`src/rtl/avsfg_pkg.sv`:
```
// ----------------------------------------------------------------------------
// avsfg_pkg
// Shared types and constants for the video frame gate.
// ----------------------------------------------------------------------------
package avsfg_pkg;

  localparam int unsigned TimeW     = 64;
  localparam int unsigned LeadW     = 32;
  localparam int unsigned CountW    = 32;
  localparam int unsigned NumCounts = 5;
  localparam int unsigned OpW       = 2;
  localparam int unsigned DispW     = 3;

  localparam logic [LeadW-1:0] LeadReset = LeadW'(10000000);

  typedef enum logic [OpW-1:0] {
    OP_START     = 2'd0,
    OP_AUDIO_END = 2'd1,
    OP_VIDEO     = 2'd2
  } op_e;

  // Disposition codes double as counter slots.
  typedef enum logic [DispW-1:0] {
    DISP_ACCEPTED      = 3'd0,
    DISP_BEFORE_ANCHOR = 3'd1,
    DISP_BAD_DURATION  = 3'd2,
    DISP_BACKWARD      = 3'd3,
    DISP_TOO_FAR_AHEAD = 3'd4
  } disp_e;

  typedef struct packed {
    logic [OpW-1:0]   op;
    logic [TimeW-1:0] ts;
    logic [TimeW-1:0] dur;
  } item_t;

  typedef struct packed {
    logic [NumCounts-1:0][CountW-1:0] cnt;
    logic [TimeW-1:0]                 dur;
    logic [TimeW-1:0]                 ptime;
    disp_e                            disp;
  } result_t;

endpackage

```
`src/rtl/avsfg_in_stage.sv`:
```
// ----------------------------------------------------------------------------
// avsfg_in_stage
// Input register: holds one beat until the decision stage takes it.
// ----------------------------------------------------------------------------
module avsfg_in_stage
  import avsfg_pkg::*;
(
  input  logic  clk_i,
  input  logic  rst_ni,
  input  logic  in_valid_i,
  output logic  in_ready_o,
  input  item_t in_item_i,
  input  logic  take_i,
  output logic  valid_o,
  output item_t item_o
);

  logic  valid_q, valid_d;
  item_t item_q;

  assign in_ready_o = !valid_q || take_i;
  assign valid_d    = (in_valid_i && in_ready_o) || (valid_q && !take_i);

  always_ff @(posedge clk_i or negedge rst_ni) begin
    if (!rst_ni) begin
      valid_q <= 1'b0;
    end else begin
      valid_q <= valid_d;
    end
  end

  always_ff @(posedge clk_i) begin
    if (in_valid_i && in_ready_o) begin
      item_q <= in_item_i;
    end
  end

  assign valid_o = valid_q;
  assign item_o  = item_q;

endmodule

```
`src/rtl/avsfg_core.sv`:
```
// ----------------------------------------------------------------------------
// avsfg_core
// Timeline state, lead register and the per-frame drop decision.
// ----------------------------------------------------------------------------
module avsfg_core
  import avsfg_pkg::*;
(
  input  logic             clk_i,
  input  logic             rst_ni,
  input  logic             cfg_we_i,
  input  logic [LeadW-1:0] cfg_data_i,
  input  logic             fire_i,
  input  item_t            item_i,
  output result_t          result_o
);

  logic                             started_q, started_d;
  logic                             any_q, any_d;
  logic [TimeW-1:0]                 anchor_q, anchor_d;
  logic [TimeW-1:0]                 end_q, end_d;
  logic [TimeW-1:0]                 last_q, last_d;
  logic [LeadW-1:0]                 lead_q;
  logic [NumCounts-1:0][CountW-1:0] cnt_q, cnt_d;
  logic [TimeW:0]                   lead_sum;
  logic [TimeW-1:0]                 limit;
  disp_e                            disp;
  logic [TimeW-1:0]                 ptime;

  always_comb begin
    lead_sum = {1'b0, end_q} + {(TimeW - LeadW + 1)'(0), lead_q};
    limit    = lead_sum[TimeW] ? '1 : lead_sum[TimeW-1:0];

    disp  = DISP_ACCEPTED;
    ptime = '0;
    if (!started_q || item_i.ts < anchor_q) begin
      disp = DISP_BEFORE_ANCHOR;
    end else if (item_i.dur == '0) begin
      disp = DISP_BAD_DURATION;
    end else if (any_q && item_i.ts <= last_q) begin
      disp = DISP_BACKWARD;
    end else if (item_i.ts > limit) begin
      disp = DISP_TOO_FAR_AHEAD;
    end else begin
      ptime = item_i.ts - anchor_q;
    end

    started_d = started_q;
    any_d     = any_q;
    anchor_d  = anchor_q;
    end_d     = end_q;
    last_d    = last_q;
    cnt_d     = cnt_q;

    for (int i = 0; i < NumCounts; i++) begin
      if (disp == disp_e'(DispW'(i)) && cnt_q[i] != '1) begin
        cnt_d[i] = cnt_q[i] + CountW'(1);
      end
    end

    case (item_i.op)
      OP_START: begin
        if (!started_q) begin
          started_d = 1'b1;
          anchor_d  = item_i.ts;
          end_d     = item_i.ts;
        end
      end
      OP_AUDIO_END: begin
        if (started_q && item_i.ts > end_q) begin
          end_d = item_i.ts;
        end
      end
      OP_VIDEO: begin
        if (disp == DISP_ACCEPTED) begin
          last_d = item_i.ts;
          any_d  = 1'b1;
        end
      end
      default: begin
      end
    endcase
  end

  always_ff @(posedge clk_i or negedge rst_ni) begin
    if (!rst_ni) begin
      started_q <= 1'b0;
      any_q     <= 1'b0;
      anchor_q  <= '0;
      end_q     <= '0;
      last_q    <= '0;
      cnt_q     <= '0;
      lead_q    <= LeadReset;
    end else begin
      if (fire_i) begin
        started_q <= started_d;
        any_q     <= any_d;
        anchor_q  <= anchor_d;
        end_q     <= end_d;
        last_q    <= last_d;
        if (item_i.op == OP_VIDEO) begin
          cnt_q <= cnt_d;
        end
      end
      if (cfg_we_i) begin
        lead_q <= cfg_data_i;
      end
    end
  end

  assign result_o.disp  = disp;
  assign result_o.ptime = ptime;
  assign result_o.dur   = item_i.dur;
  assign result_o.cnt   = cnt_d;

endmodule

```
`src/rtl/avsfg_out_stage.sv`:
```
// ----------------------------------------------------------------------------
// avsfg_out_stage
// Result register: holds one result beat until the receiver takes it.
// ----------------------------------------------------------------------------
module avsfg_out_stage
  import avsfg_pkg::*;
(
  input  logic    clk_i,
  input  logic    rst_ni,
  input  logic    load_i,
  input  result_t result_i,
  output logic    space_o,
  output logic    out_valid_o,
  input  logic    out_ready_i,
  output result_t result_o
);

  logic    valid_q, valid_d;
  result_t result_q;

  assign space_o = !valid_q || out_ready_i;
  assign valid_d = load_i || (valid_q && !out_ready_i);

  always_ff @(posedge clk_i or negedge rst_ni) begin
    if (!rst_ni) begin
      valid_q <= 1'b0;
    end else begin
      valid_q <= valid_d;
    end
  end

  always_ff @(posedge clk_i) begin
    if (load_i) begin
      result_q <= result_i;
    end
  end

  assign out_valid_o = valid_q;
  assign result_o    = result_q;

endmodule

```
`src/rtl/av_sync_video_frame_gate.sv`:
```
// ----------------------------------------------------------------------------
// av_sync_video_frame_gate
// Gates video frame timestamps against an audio timeline.
// ----------------------------------------------------------------------------
// Slave stream: tuser carries the op (start, audio end, video frame), tdata
// the timestamp and the frame duration. Start and audio-end beats update the
// timeline and return nothing; each video beat returns one result beat on the
// master stream with its disposition in tuser and presentation time,
// duration and the five saturating event counters in tdata.
// A video beat taken on the slave side passes the input register, then the
// result register, to the master side. Throughput: one beat per cycle while
// no video beat waits on the result register, set by the single decision
// stage between the two registers. The slave side accepts while a result
// waits; when the receiver stalls, a video beat holds in the input register
// until the result register frees, and the beats behind it wait as well.
// The cfg channel writes max_video_lead and is always ready; write it only
// while the block is idle.
// Reset clears the timeline, the counters and both valid flags, and loads
// max_video_lead with 10000000.
// ----------------------------------------------------------------------------
module av_sync_video_frame_gate
  import avsfg_pkg::*;
(
  input  logic             clk_i,
  input  logic             rst_ni,
  input  logic             s_axis_tvalid,
  output logic             s_axis_tready,
  input  logic [127:0]     s_axis_tdata,  // timestamp, frame_duration
  input  logic [OpW-1:0]   s_axis_tuser,  // op
  output logic             m_axis_tvalid,
  input  logic             m_axis_tready,
  // presentation_time, duration_echo, count_accepted, count_before_anchor,
  // count_bad_duration, count_backward, count_too_far_ahead
  output logic [287:0]     m_axis_tdata,
  output logic [DispW-1:0] m_axis_tuser,  // disposition
  input  logic             cfg_valid_i,
  output logic             cfg_ready_o,
  input  logic [LeadW-1:0] cfg_data_i
);

  item_t   in_item, s1_item;
  logic    s1_valid, s1_take, out_space, is_video;
  result_t core_res, out_res;

  assign in_item.op  = s_axis_tuser;
  assign in_item.ts  = s_axis_tdata[63:0];
  assign in_item.dur = s_axis_tdata[127:64];

  assign is_video = (s1_item.op == OP_VIDEO);
  assign s1_take  = s1_valid && (!is_video || out_space);

  avsfg_in_stage u_in (
    .clk_i      (clk_i),
    .rst_ni     (rst_ni),
    .in_valid_i (s_axis_tvalid),
    .in_ready_o (s_axis_tready),
    .in_item_i  (in_item),
    .take_i     (s1_take),
    .valid_o    (s1_valid),
    .item_o     (s1_item)
  );

  assign cfg_ready_o = 1'b1;

  avsfg_core u_core (
    .clk_i      (clk_i),
    .rst_ni     (rst_ni),
    .cfg_we_i   (cfg_valid_i),
    .cfg_data_i (cfg_data_i),
    .fire_i     (s1_take),
    .item_i     (s1_item),
    .result_o   (core_res)
  );

  avsfg_out_stage u_out (
    .clk_i       (clk_i),
    .rst_ni      (rst_ni),
    .load_i      (s1_take && is_video),
    .result_i    (core_res),
    .space_o     (out_space),
    .out_valid_o (m_axis_tvalid),
    .out_ready_i (m_axis_tready),
    .result_o    (out_res)
  );

  assign m_axis_tdata = {out_res.cnt, out_res.dur, out_res.ptime};
  assign m_axis_tuser = out_res.disp;

endmodule

```
`config.mk`:
```
export PLATFORM = sky130hd
export DESIGN_NAME = av_sync_video_frame_gate
export DESIGN_NICKNAME = d
export VERILOG_FILES = /design/src/rtl/avsfg_pkg.sv /design/src/rtl/avsfg_in_stage.sv /design/src/rtl/avsfg_core.sv /design/src/rtl/avsfg_out_stage.sv /design/src/rtl/av_sync_video_frame_gate.sv
export SDC_FILE = /design/constraint.sdc
export NUM_CORES = 2
export LEC_CHECK = 0
export BUFFER_PORTS_ARGS = -buffer_cell sky130_fd_sc_hd__buf_2
export CAP_MARGIN = 20
export CORE_ASPECT_RATIO = 0.8
export CORE_MARGIN = 3
export CORE_UTILIZATION = 40
export DETAILED_ROUTE_END_ITERATION = 7
export PLACE_DENSITY = 0.59
export SKIP_LAST_GASP = 1
export SYNTH_ARGS = -nofsm -noshare
export SYNTH_HDL_FRONTEND = slang
export SYNTH_SLANG_ARGS = --single-unit
export TNS_END_PERCENT = 5
```
`constraint.sdc`:
```
create_clock -name clk_i -period 19.9 [get_ports clk_i]
set_input_delay 0.995 -clock clk_i [delete_from_list [all_inputs] [get_ports clk_i]]
set_output_delay 0.995 -clock clk_i [all_outputs]
set_load 0.05 [all_outputs]
```
[Word-level counts from Yosys, hierarchy flattened]
Index checks and enable logic that the tools add are counted.
Word-level totals
  bits in latches: 0
  RAM bits: 0
  memory bits (read-only): 0
  flip-flop bits (word level): 809
  bits of input ports: 167
  output and inout port bits: 294
  logic and storage cells: 96
  memories: 0
Cells by class
  add/sub/neg operators: 7
  multiply operators: 0
  order comparisons: 4
  mux-type cells: 13
  reductions and logical operators: 34
  divide/modulo/power cells: 0
  equal/unequal tests: 13
  shifts and indexed selects: 0
  bitwise logic cells: 1
Operators by type and width (count)
  two-way mux 64 bit: 3
  adder 32 x 1 -> 32 bit (second input constant): 5
  two-way mux 32 bit: 5
  inequality test 32 bit (second input constant): 5
  greater-than comparator 64 bit: 2
  one-hot mux 64 bit (2 select lines): 1
  adder 64 x 32 -> 65 bit: 1
  <= comparator 64 bit: 1
  logical NOT 64 bit: 1
  less-than comparator 64 bit: 1
  subtractor 64 bit: 1
  logical AND 1 bit: 12
  two-way mux 3 bit: 4
  == test 3 x 2 -> 1 bit (second input constant): 2
  logical NOT 1 bit: 6
  logical OR 1 bit: 6
  AND reduction 3 bit: 2
  AND reduction 2 bit: 2
  AND reduction 4 bit: 1
  OR reduction 4 bit: 1
  == test 3 x 1 -> 1 bit (second input constant): 1
  == test 3 bit (second input constant): 1
  logical NOT 3 bit: 1
  == test 2 x 1 -> 1 bit (second input constant): 1
  6 further kinds: 6

[Logic depth before layout (Yosys ltp)]
  depth after elaboration: 10
  gate-level depth with buffers: 29
  gate-level depth less buffers: 23

[Hierarchy]
From an unflattened synthesis, not the netlist that was laid out.
Unflattened totals
  cell total of the unflattened synthesis: 3941
  area, all modules: 43531.8 um2
Modules (own cells, without submodules)
  avsfg_core: sequential area each 9669.3 um2, instances 1, area an instance 30755.7 um2, cells an instance 3507
  avsfg_out_stage: sequential area each 8763.4 um2, instances 1, area an instance 8785.9 um2, cells an instance 294
  avsfg_in_stage: sequential area each 3928.8 um2, instances 1, area an instance 3957.5 um2, cells an instance 134
  av_sync_video_frame_gate: sequential area each 0.0 um2, instances 1, area an instance 32.5 um2, cells an instance 6

[Worst setup path before layout]
No wires, ideal clock.
  kind: in2reg
  start: input port m_axis_tready
  end: register u_core.cnt_q[86] (netlist bit)
  path buffers: 2
  slack: 7.959 ns
  library setup time: 0.144 ns
  arrival: 11.798 ns
  data required time: 19.756 ns
  stages: 8
  path through: nand2b_1 > nand2b_1 > clkbuf_1 > inv_1 > clkbuf_1 > nand4_1 > nor3_1 > xor2_1
On the way
  word-level cells in the longest chain between the ends: 4
RTL lines
  start, declared: RTL line av_sync_video_frame_gate.sv:31  | input logic m_axis_tready,
  logical OR 1 bit: RTL line avsfg_out_stage.sv:21  | assign space_o = !valid_q || out_ready_i;
  logical OR 1 bit: RTL line av_sync_video_frame_gate.sv:50  | assign s1_take = s1_valid && (!is_video || out_space);
  logical AND 1 bit: RTL line av_sync_video_frame_gate.sv:50
  AND reduction 2 bit (no line)
  end signal, assigned: RTL line avsfg_core.sv:101  | cnt_q <= cnt_d;
  end, declared: RTL line avsfg_core.sv:23  | logic [NumCounts-1:0][CountW-1:0] cnt_q, cnt_d;
Every way passes these cells.
A chain may end at the register's enable or synchronous reset.

[Worst setup path after layout]
  start: register u_core.end_q[0]
  end: register u_core.last_q[35]
On the way
  word-level cells in the longest chain between the ends: 9
RTL lines
  start, declared: RTL line avsfg_core.sv:20  | logic [TimeW-1:0] end_q, end_d;
  start signal, assigned: RTL line avsfg_core.sv:98  | end_q <= end_d;
  adder 64 x 32 -> 65 bit: RTL line avsfg_core.sv:30  | lead_sum = {1'b0, end_q} + {(TimeW - LeadW + 1)'(0), lead_q};
  two-way mux 64 bit: RTL line avsfg_core.sv:31  | limit = lead_sum[TimeW] ? '1 : lead_sum[TimeW-1:0];
  greater-than comparator 64 bit: RTL line avsfg_core.sv:41  | end else if (item_i.ts > limit) begin
  two-way mux 3 bit: RTL line avsfg_core.sv:41
  two-way mux 3 bit: RTL line avsfg_core.sv:39  | end else if (any_q && item_i.ts <= last_q) begin
  two-way mux 3 bit: RTL line avsfg_core.sv:37  | end else if (item_i.dur == '0) begin
  two-way mux 3 bit: RTL line avsfg_core.sv:35  | if (!started_q || item_i.ts < anchor_q) begin
  logical NOT 3 bit: RTL line avsfg_core.sv:74  | if (disp == DISP_ACCEPTED) begin
  AND reduction 3 bit (no line)
  end signal, assigned: RTL line avsfg_core.sv:99  | last_q <= last_d;
  end, declared: RTL line avsfg_core.sv:21  | logic [TimeW-1:0] last_q, last_d;
Every way passes these cells.

==> qor.csv <==
stage;metric;value;unit
clocking;htreeDepth;3;
critical_path;required;20440;ps
finish;finish.instance_area;49900;um^2
clocking;cts_root_buf;clkbuf_16;
die;die_y;300;um
global_routing;grtUsageMet1;30.7;%
critical_path;cp_slowest_stage_delay;650;ps
place;placement.io_buffers;459;
clocking;insertion_delay;700;ps
die;core;107000;um^2
timing;fin_ws;12110;ps
synth;synth_cell_types;93;
global_routing;grt-ovfl-total;0;
place;pre_cts_ws;11960;ps
clocking;post_cts_buffers;0;
timing;finalSetupViolCount;0;
critical_path;cp-start-kind;flop;
timing;tightest_slew;1020;ps
clocking;cts_tree;built;
drt;wl_per_cell;19.8;um
critical_path;reg2regPathDepth;27;
pwr;p_leak;21.3;nW
timing;clock_skew;38.4;ps
place;dp_hpwl;86900;um
timing;setup_tns;0;ps
synth;async_flop_share;48.0;%
drt;totalWireLength;117000;um
synth;syn_area;43100;um^2
critical_path;end_kind;flop;
timing;finalCritPeriodShare;39.2;%
finish;syn2layout_area_growth;15.7;%
timing;slew_headroom;30.8;%
finish;instances_no_fill;5926;
global_routing;grt_usage;20.8;%
pwr;finalPower;5.98;mW
timing;slew_violations;0;
pwr;ir_drop;0.0000626;V
drt;via_per_inst;5.25;
timing;rsz0062_at_grt;false;
drt;drt-initial-drc-count;2539;
global_routing;use_met2;31.6;%
die;die_w;373;um
finish;layout_commonest_cell;buf_2;
die;initial_core_util;40.4;%
synth;synthCells;3990;
clocking;clock_path_buffers;3;
synth;synth.avg_cell_area;10.8;um^2
clocking;ctsResizeCount;0;
die;io_pins;461;
synth;synth_seq_cells;809;
timing;fmax;128;MHz
critical_path;cpMostUsedCell;buf_4;
critical_path;reg2reg_from;u_core.end_q[0]$_DFFE_PN0P_;
critical_path;regToRegEndpoint;u_core.last_q[35]$_DFFE_PN0P_;
pwr;powerDensity;120;nW/um^2
place;gp_congestion;0.901;
clocking;cts_buffers;86;
drt;drc_errors;0;
finish;fin_nets;4889;
critical_path;cp.arrival;8340;ps
global_routing;first_global_vias;30095;
clocking;postCtsHoldBufs;0;
place;placedCellCount;5754;
run_status;outcome;finished clean;
critical_path;path_max_fanout;72;
global_routing;grt_max_degree;155;
critical_path;reg2reg_setup_slack;12110;ps
synth;syn-num-nets;4452;
critical_path;critPathBufInv;5;
die;rows;107;
critical_path;path_class;reg2reg;
clocking;clkSinkCount;809;
drt;via_count;31085;
synth;seq_area_frac_synth;51.9;%
global_routing;antenna_found_initial;10;
timing;hold_viol_final;0;
finish;final_util;46.8;%
timing;min_period;7790;ps
synth;synth_ff_type;edfxtp_1;
drt;final_antenna_net_count;0;
finish;final_cell_mix;buf_2, edfxtp_1, nand2_1, dfrtp_1, nor2_1;
critical_path;path_delay_family;simple AND/OR/NAND/NOR gates;
synth;yosysWarningCount;0;
run;cap_violations;0;
drt;dr.pass1.iters;5;
global_routing;busiest_layer;met2;
critical_path;slowest_stage;and4b_4;
finish;drive_above_1_share;17.8;%
die;die_area;112000;um^2
global_routing;grt_pass1_wl;181000;um
synth;synth-edff-count;421;
clocking;clkSlewWorstSetupHoldPaths;70;ps
timing;holdWs;342;ps
place;placedInstanceArea;46900;um^2
global_routing;grt_util_met3;3.82;%
worst_hold_path;hold_path.class;in2async;
==> power breakdown <==
group / leakage (nW) / switching [mW] / internal (mW)
Clock: 1.41 / 0.727 / 0.956
Sequential: 8.68 / 0.168 / 2.02
Combinational: 11.2 / 1.28 / 0.838
==> synth_stat cells (all sizes together), types with 8 or more instances <==
library cell	count	area, um^2
and2	29	181
mux2i	9	90.1
xnor2	227	1990
nand2	413	1550
clkbuf	79	300
nor4	45	322
nor2	321	1210
o31ai	9	67.6
o21a	12	90.1
a221oi	10	87.6
nand4	129	835
and4	19	166
nand2b	18	113
o21ai	230	1170
xor2	176	1540
o21bai	19	143
nor2b	21	131
inv	233	875
dfrtp	380	9510
o211ai	12	95.1
nor3	91	495
a31oi	15	113
dfstp	8	210
or3	18	113
or2	15	96.3
mux2	108	1440
ha	293	3670
a21oi	191	963
a21o	92	691
buf	65	372
nand3	131	656
and3	55	344
edfxtp	421	12600
==> worst register-to-register path, stage by stage (launching register included) <==
cell,delay (ps)
dfrtp_1,400
ha_1,220
fa_1,410
a21o_1,200
a21oi_1,290
nor4_1,120
o31ai_1,240
buf_4,190
nor4_1,70
nor3_1,500
o31ai_1,130
buf_4,210
nand2_1,210
nor2_4,50
buf_4,270
o41ai_1,410
ha_1,310
nand2_1,70
o21ai_0,80
a221oi_1,310
or3b_1,400
a221oi_1,270
and3_1,230
or2_1,310
and4b_4,650
buf_12,300
buf_4,580
o21ai_0,210
==> per-layer routing <==
metal | routed length (um) | part of all wire, %
met1 | 56800 | 48
met2 | 50800 | 43
met3 | 7200 | 6.1
met4 | 2570 | 2.2
met5 | 0 | 0
==> cell families (layout without fill, tap and decap cells) <==
logic type	after synthesis	in the layout	share of synthesized area (%)
compound gates	648	648	9.12
xor+xnor	403	403	8.19
fa+ha+maj	295	295	8.59
buf+inv	378	889	3.59
flops	809	809	51.9
mux	117	117	3.54
other cells	1	9	0.00870
simple gates	1339	1339	15.1
==> worst max-delay path by stage <==
stage,end,cells past startpoint,from,slack [ps]
after floorplan,u_core.cnt_q[86]$_DFFE_PN0P_,8,m_axis_tready,7960
after global placement,u_core.last_q[24]$_DFFE_PN0P_,26,u_core.end_q[0]$_DFFE_PN0P_,12160
after detailed placement,u_core.last_q[35]$_DFFE_PN0P_,26,u_core.end_q[0]$_DFFE_PN0P_,11960
after CTS,u_core.last_q[35]$_DFFE_PN0P_,26,u_core.end_q[0]$_DFFE_PN0P_,11940
after global routing,u_core.last_q[35]$_DFFE_PN0P_,27,u_core.end_q[0]$_DFFE_PN0P_,11440
final,u_core.last_q[35]$_DFFE_PN0P_,27,u_core.end_q[0]$_DFFE_PN0P_,12110
==> registers in the layout, summed over array words and instances (netlist names) <==
register / count
u_core.lead_q: 32
u_core.last_q: 64
u_core.any_q: 1
u_core.started_q: 1
u_core.cnt_q: 160
u_in.valid_o: 1
u_out.out_valid_o: 1
u_core.anchor_q: 64
u_core.end_q: 64
u_out.result_o: 291
u_in.item_o: 130
==> area by class of cell <==
type / instances / area, um^2
Clock buffer: 98 / 2240
Inverter: 234 / 886
Timing Repair Buffer: 493 / 2620
Fill cell: 9915 / 56800
Clock inverter: 64 / 753
Multi-Input combinational cell: 2803 / 19300
Antenna cell: 8 / 20.0
Sequential cell: 809 / 22400
Tap cell: 1417 / 1770
(Power assumes the default switching activity.)
